===== src/rtl/event_queue_match_pop_defines.svh =====
// Assertion macros for the event queue with match and pop.
`ifndef EVENT_QUEUE_MATCH_POP_DEFINES_SVH
`define EVENT_QUEUE_MATCH_POP_DEFINES_SVH

// Same-cycle implication, checked out of reset.
`define EQMP_ASSERT_IMP(lbl, ante, cons) \
  lbl: assert property (@(posedge clk_i) disable iff (!rst_ni) (ante) |-> (cons)) \
    else $error("%m: check failed");

// Next-cycle implication, checked out of reset.
`define EQMP_ASSERT_NXT(lbl, ante, cons) \
  lbl: assert property (@(posedge clk_i) disable iff (!rst_ni) (ante) |=> (cons)) \
    else $error("%m: check failed");

`endif


===== src/rtl/eqmp_pkg.sv =====
// Package for the event queue: sizes, slot and cell command types, payload clip.
package eqmp_pkg;

  localparam int QUEUE_DEPTH   = 16;
  localparam int PAYLOAD_BYTES = 8;
  localparam int CNT_W         = $clog2(QUEUE_DEPTH + 1);
  localparam int OCC_W         = 5;
  localparam int IN_DATA_W     = 168;
  localparam int IN_USER_W     = 1;
  localparam int OUT_DATA_W    = 136;
  localparam int OUT_USER_W    = 2;

  localparam logic KIND_PUSH  = 1'b0;
  localparam logic KIND_AWAIT = 1'b1;

  typedef struct packed {
    logic [63:0] payload;
    logic [31:0] ev_source;
    logic [31:0] ev_type;
  } slot_t;

  typedef struct packed {
    logic        push;
    logic        pop;
    logic [31:0] topic;
  } cell_cmd_t;

  function automatic logic [63:0] clip_payload(input logic [63:0] bytes_in,
                                               input logic [7:0]  len);
    logic [63:0] res;
    for (int b = 0; b < PAYLOAD_BYTES; b++) begin
      res[8*b +: 8] = (len > 8'(b)) ? bytes_in[8*b +: 8] : 8'h00;
    end
    return res;
  endfunction

endpackage


===== src/rtl/eqmp_cell.sv =====
// One queue cell: holds a slot, matches the topic, shifts toward the old end on a pop that matched at or before it.
module eqmp_cell (
  input  logic                 clk_i,
  input  eqmp_pkg::cell_cmd_t  cmd_i,
  input  logic                 occupied_i,
  input  logic                 tail_i,
  input  eqmp_pkg::slot_t      push_slot_i,
  input  eqmp_pkg::slot_t      next_slot_i,
  input  logic                 hit_i,
  input  eqmp_pkg::slot_t      acc_i,
  output eqmp_pkg::slot_t      slot_o,
  output logic                 hit_o,
  output eqmp_pkg::slot_t      acc_o
);
  import eqmp_pkg::*;

  slot_t slot_q, slot_d;
  logic  match, first;

  always_comb begin
    match  = occupied_i & cmd_i.pop & (slot_q.ev_type == cmd_i.topic);
    first  = match & ~hit_i;
    hit_o  = hit_i | match;
    acc_o  = acc_i | (first ? slot_q : slot_t'('0));
    slot_o = slot_q;
    priority if (cmd_i.push && tail_i) begin
      slot_d = push_slot_i;
    end else if (cmd_i.pop && hit_o) begin
      slot_d = next_slot_i;
    end else begin
      slot_d = slot_q;
    end
  end

  always_ff @(posedge clk_i) begin
    slot_q <= slot_d;
  end

endmodule


===== src/rtl/event_queue_match_pop.sv =====
// Event queue top level: stream ports, fill count, cell chain, output register.
// The result of each input transfer is registered into the output register.
// Throughput: one item per cycle while results are taken; the cell chain
// matches, selects and collapses the queue in the same cycle as the transfer.
// Reset clears the fill count and the output valid; slot contents are not
// cleared (no clearing pass), slots at or above the fill count never reach the output.
`include "event_queue_match_pop_defines.svh"

module event_queue_match_pop (
  input  logic                             clk_i,
  input  logic                             rst_ni,
  input  logic                             s_axis_tvalid,
  output logic                             s_axis_tready,
  // topic, event_type, event_source, event_payload, payload_length
  input  logic [eqmp_pkg::IN_DATA_W-1:0]   s_axis_tdata,
  // kind
  input  logic [eqmp_pkg::IN_USER_W-1:0]   s_axis_tuser,
  output logic                             m_axis_tvalid,
  input  logic                             m_axis_tready,
  // matched_type, matched_source, matched_payload, occupancy, zero pad
  output logic [eqmp_pkg::OUT_DATA_W-1:0]  m_axis_tdata,
  // found, accepted
  output logic [eqmp_pkg::OUT_USER_W-1:0]  m_axis_tuser
);
  import eqmp_pkg::*;

  logic             in_fire;
  logic             in_kind;
  logic [31:0]      in_topic;
  logic [7:0]       in_len;
  slot_t            push_slot;
  cell_cmd_t        cmd;

  logic [CNT_W-1:0] count_q, count_d;
  logic             full;
  logic             push_ok;

  slot_t            slots     [QUEUE_DEPTH];
  slot_t            next_slot [QUEUE_DEPTH];
  slot_t            acc       [QUEUE_DEPTH+1];
  logic [QUEUE_DEPTH:0] hit;

  logic             out_valid_q;
  logic             found_q, accepted_q;
  slot_t            mslot_q;
  logic [OCC_W-1:0] occ_q;

  assign s_axis_tready = ~out_valid_q | m_axis_tready;
  assign in_fire       = s_axis_tvalid & s_axis_tready;

  assign in_kind             = s_axis_tuser[0];
  assign in_topic            = s_axis_tdata[31:0];
  assign push_slot.ev_type   = s_axis_tdata[63:32];
  assign push_slot.ev_source = s_axis_tdata[95:64];
  assign in_len              = s_axis_tdata[167:160];
  assign push_slot.payload   = clip_payload(s_axis_tdata[159:96], in_len);

  assign cmd.push  = in_fire & (in_kind == KIND_PUSH);
  assign cmd.pop   = in_fire & (in_kind == KIND_AWAIT);
  assign cmd.topic = in_topic;

  assign full    = (count_q == CNT_W'(QUEUE_DEPTH));
  assign push_ok = cmd.push & ~full;

  assign hit[0] = 1'b0;
  assign acc[0] = '0;

  for (genvar i = 0; i < QUEUE_DEPTH; i++) begin : g_cell
    if (i == QUEUE_DEPTH - 1) begin : g_last
      assign next_slot[i] = '0;
    end else begin : g_mid
      assign next_slot[i] = slots[i+1];
    end

    eqmp_cell u_cell (
      .clk_i       (clk_i),
      .cmd_i       (cmd),
      .occupied_i  (count_q > CNT_W'(i)),
      .tail_i      (count_q == CNT_W'(i)),
      .push_slot_i (push_slot),
      .next_slot_i (next_slot[i]),
      .hit_i       (hit[i]),
      .acc_i       (acc[i]),
      .slot_o      (slots[i]),
      .hit_o       (hit[i+1]),
      .acc_o       (acc[i+1])
    );
  end

  always_comb begin
    count_d = count_q;
    if (push_ok) begin
      count_d = count_q + 1'b1;
    end else if (cmd.pop && hit[QUEUE_DEPTH]) begin
      count_d = count_q - 1'b1;
    end
  end

  always_ff @(posedge clk_i or negedge rst_ni) begin
    if (!rst_ni) begin
      count_q     <= '0;
      out_valid_q <= 1'b0;
    end else begin
      count_q <= count_d;
      if (in_fire) begin
        out_valid_q <= 1'b1;
      end else if (m_axis_tready) begin
        out_valid_q <= 1'b0;
      end
    end
  end

  always_ff @(posedge clk_i) begin
    if (in_fire) begin
      found_q    <= cmd.pop & hit[QUEUE_DEPTH];
      accepted_q <= push_ok;
      mslot_q    <= acc[QUEUE_DEPTH];
      occ_q      <= OCC_W'(count_d);
    end
  end

  assign m_axis_tvalid = out_valid_q;
  assign m_axis_tdata  = {3'b000, occ_q, mslot_q.payload, mslot_q.ev_source, mslot_q.ev_type};
  assign m_axis_tuser  = {accepted_q, found_q};

  `EQMP_ASSERT_IMP(a_count_bound, 1'b1, count_q <= CNT_W'(QUEUE_DEPTH))
  `EQMP_ASSERT_NXT(a_push_grows, push_ok, count_q == CNT_W'($past(count_q) + 1'b1))
  `EQMP_ASSERT_IMP(a_flags_excl, out_valid_q, !(found_q && accepted_q))
  `EQMP_ASSERT_NXT(a_match_type, cmd.pop && hit[QUEUE_DEPTH], mslot_q.ev_type == $past(in_topic))

endmodule

===== config.mk =====
export PLATFORM = sky130hd
export DESIGN_NAME = event_queue_match_pop
export DESIGN_NICKNAME = d
export VERILOG_FILES = /design/src/rtl/eqmp_pkg.sv /design/src/rtl/eqmp_cell.sv /design/src/rtl/event_queue_match_pop.sv
export VERILOG_INCLUDE_DIRS = /design/src /design/src/rtl
export SDC_FILE = /design/constraint.sdc
export NUM_CORES = 2
export LEC_CHECK = 0
export BUFFER_PORTS_ARGS = -buffer_cell sky130_fd_sc_hd__buf_2
export CAP_MARGIN = 10
export CELL_PAD_IN_SITES_DETAIL_PLACEMENT = 1
export CELL_PAD_IN_SITES_GLOBAL_PLACEMENT = 1
export CORE_MARGIN = 5
export CORE_UTILIZATION = 40
export CTS_BUF_LIST = sky130_fd_sc_hd__clkbuf_4 sky130_fd_sc_hd__clkbuf_8
export DETAILED_ROUTE_END_ITERATION = 12
export GPL_TIMING_DRIVEN = 0
export PLACE_DENSITY = 0.65
export SYNTH_ARGS = -nofsm -noshare
export SYNTH_HDL_FRONTEND = slang
export SYNTH_SLANG_ARGS = --single-unit

===== constraint.sdc =====
create_clock -name clk_i -period 9.5 [get_ports clk_i]
set_clock_uncertainty 0.1 [all_clocks]
set_input_delay 1.425 -clock clk_i [delete_from_list [all_inputs] [get_ports clk_i]]
set_output_delay 1.425 -clock clk_i [all_outputs]
set_load 0.03 [all_outputs]

==> out/results.tsv <==
stage	metric	value	unit
status	outcome	finished, final reports clean	
hold_path	hold_path_class	in -> async	
floorplanning	die-area	0.299	mm2
final_layout	multi_input_area	0.0447	mm2
clocking	cts_buffer_depth	4	
detailed_routing	wl_met2	257000	um
timing	fmax	132	MHz
worst_setup_path	cp_max_fo	10	
floorplanning	fp.dieW	547	um
final_layout	fin_nets	10832	
detailed_routing	drt_first_pass_iters	6	
floorplanning	initial_core_util	40.1	%
placement	dpl.hpwl	437000	um
final_layout	seq_area	0.0657	mm2
flow_run	max_cap_violations	0	
clocking	cts_hold_buf	0	
global_route	grt_pass1_wl	776000	um
timing	report.final.hold_viol_count	0	
clocking	htreeDepth	5	
synthesis	syn_inst	9851	
clocking	clock-root-buffer	clkbuf_8	
synthesis	synth_edf_count	2183	
floorplanning	fp.dieH	547	um
timing	rsz0062_at_grt	no	
synthesis	synth.distinct_cells	62	
synthesis	synth.most_common_cell	edfxtp_1	
worst_setup_path	worst-setup-path-type	in -> reg	
timing	slew_headroom	3.20	%
synthesis	async_flop_share	0.274	%
pwr	powerDensity	154	mW/mm2
global_route	grt_pass1_vias	95551	
floorplanning	pin_count	313	
placement	place_ws	1.05	ns
worst_setup_path	worstPathArrival	8.31	ns
timing	period_share	80.0	%
clocking	numCtsBuffers	403	
detailed_routing	vias_per_cell	6.34	
timing	worstMarginPinSlew	1.45	ns
placement	io_buffers	277	
timing	fin_crit	7.60	ns
detailed_routing	num_vias	93728	
detailed_routing	dr_wl_met3	50600	um
timing	drv_slew	0	
worst_setup_path	end_kind	flop	
global_route	grt-ovfl-total	0	
detailed_routing	wire_per_inst	38.7	um
worst_setup_path	crit_required	10.22	ns
detailed_routing	drc	0	
floorplanning	core	0.287	mm2
synthesis	synth_area_per_cell	11.7	um2
synthesis	ys_seq_area_share	57.0	%
synthesis	synth_common_cells	edfxtp_1 (2183), nand2_1 (1185), o21ai_0 (1000), mux2_2 (960), clkbuf_1 (803)	
global_route	antenna_found_initial	83	
clocking	cts_sinks	2189	
pwr	irDropWorstVdd	0.000107	V
synthesis	ys_ff_latch	2189	
clocking	postCtsSetupBuffers	0	
final_layout	fill_cells	30651	
pwr	p_leak	46.5	nW
detailed_routing	wl	572000	um
timing	setup_slack	1.90	ns
global_route	grt_max_degree	81	
synthesis	synth.cell_area	0.115	mm2
detailed_routing	first_iter_violations	11553	
synthesis	synth_ff_type	edfxtp_1	
global_route	grt.total_usage	36.7	%
synthesis	yosys-top-cells-area	edfxtp_1 (57%), mux2_2 (9.4%), o21ai_0 (4.3%), nand2_1 (3.9%), clkbuf_1 (2.6%)	
clocking	path_clk_slew	0.06	ns
detailed_routing	highest_layer	met5	
detailed_routing	ant_nets	0	
floorplanning	num_rows	197	
synthesis	netlist.top_cell.by_area	edfxtp_1	
final_layout	synthToLayoutAreaGrowth	14.3	%
clocking	cts_tree	built	
clocking	ctsResizeCount	0	
timing	fin_tns_setup	0	ns
clocking	clock_latency	1.18	ns
final_layout	drive_gt1_share	20.0	%
timing	setup_viol_count_final	0	
synthesis	yosysWarnings	0	
detailed_routing	wl_met1	225000	um
synthesis	synth_top_area_share	56.9	%
worst_setup_path	crit_path_start_kind	input pin	
placement	gp_congestion	1.03	
cell families (layout without fill, tap and decap cells):
family,Yosys count,count (layout),share of synthesized area (%)
AND/OR/NAND/NOR,2607,2607,11.8
flip-flops,2189,2189,57.0
AO/OA/AOI/OAI,2145,2145,11.8
buffers and inverters,1237,2341,4.35
multiplexers,1151,1151,11.0
XOR/XNOR,515,515,3.91
adder cells (fa/ha/maj),6,6,0.0651
other,1,41,0.00325
sequential cells by signal, indices dropped and copies added, names as in the netlist:
signal	cells
m_axis_tdata	128
found_q	1
g_cell.u_cell.slot_o	2048
occ_q	5
count_q	5
m_axis_tvalid	1
accepted_q	1
stage by stage:
stage / power, mW / hold slack [ns] / std cells / util (%) / area (um2)
2_1_floorplan: 11.0 / 0.413 / 9853 / - / 115000
3_3_place_gp: 11.4 / 0.421 / 13911 / 42.2 / 121000
3_5_place_dp: 11.4 / 0.432 / 14026 / 43.1 / 124000
4_1_cts: 20.3 / 0.000183 / 14735 / 45.8 / 132000
5_1_grt: 20.8 / 0.0112 / 14747 / 45.8 / 132000
6_report: 20.3 / 0.0456 / 14776 / 45.8 / 132000
cell usage in the layout (no fill, tap or decap), types with 224 or more instances in the layout:
master,instances
buf_2,387
xnor2_1,233
mux2_2,960
clkbuf_8,406
nand2_1,1178
clkbuf_1,763
edfxtp_1,2183
o2111ai_1,224
xor2_1,282
a21oi_1,387
nand4_1,299
and3_1,262
o21ai_0,1000
power by group:
group	switching [mW]	internal, mW
registers	0.0100	10.5
logic	0.534	0.140
clock network	4.46	4.65
total	5.00	15.3
worst paths after layout:
path	from	end	slack, ns	depth (start not counted)
max in group asynchronous	rst_ni	count_q[3]	9.08	1
worst min-delay path	rst_ni	count_q[1]	0.05	1
worst min register to register	g_cell[7].u_cell.slot_o[123]	g_cell[6].u_cell.slot_o[123]	0.40	2
min in group clk_i	g_cell[7].u_cell.slot_o[123]	g_cell[6].u_cell.slot_o[123]	0.40	2
worst max-delay path	s_axis_tdata[20]	m_axis_tdata[16]	1.90	13
worst max register to register	count_q[1]	g_cell[15].u_cell.slot_o[47]	2.09	12
cell type report:
class	instances	area share (%)
flip-flops and latches	2189	49.9
clock buffers	542	5.02
diodes	38	0.0722
clock inverters	167	0.747
inverters	198	0.570
well taps	3781	3.59
multi-input cells	6427	34.0
repair buffers	395	2.84
plain buffers	1039	3.28
critical path, stage by stage:
cell,delay (ns)
buf_2,0.33
buf_2,0.47
xor2_1,0.12
nor4_1,0.59
nand4_1,0.28
nor4_1,1.04
buf_2,0.76
buf_2,0.60
buf_2,0.49
buf_2,0.64
clkbuf_1,0.52
a21oi_1,0.29
o2111ai_1,0.68
metal layers:
metal  track usage (%)  vias up
met5                 0        -
li1                  -    39174
met3              8.74     1317
met2              57.5     5090
met1              46.6    48117
met4              21.3       30
Power figures use the tool's default switching activity.
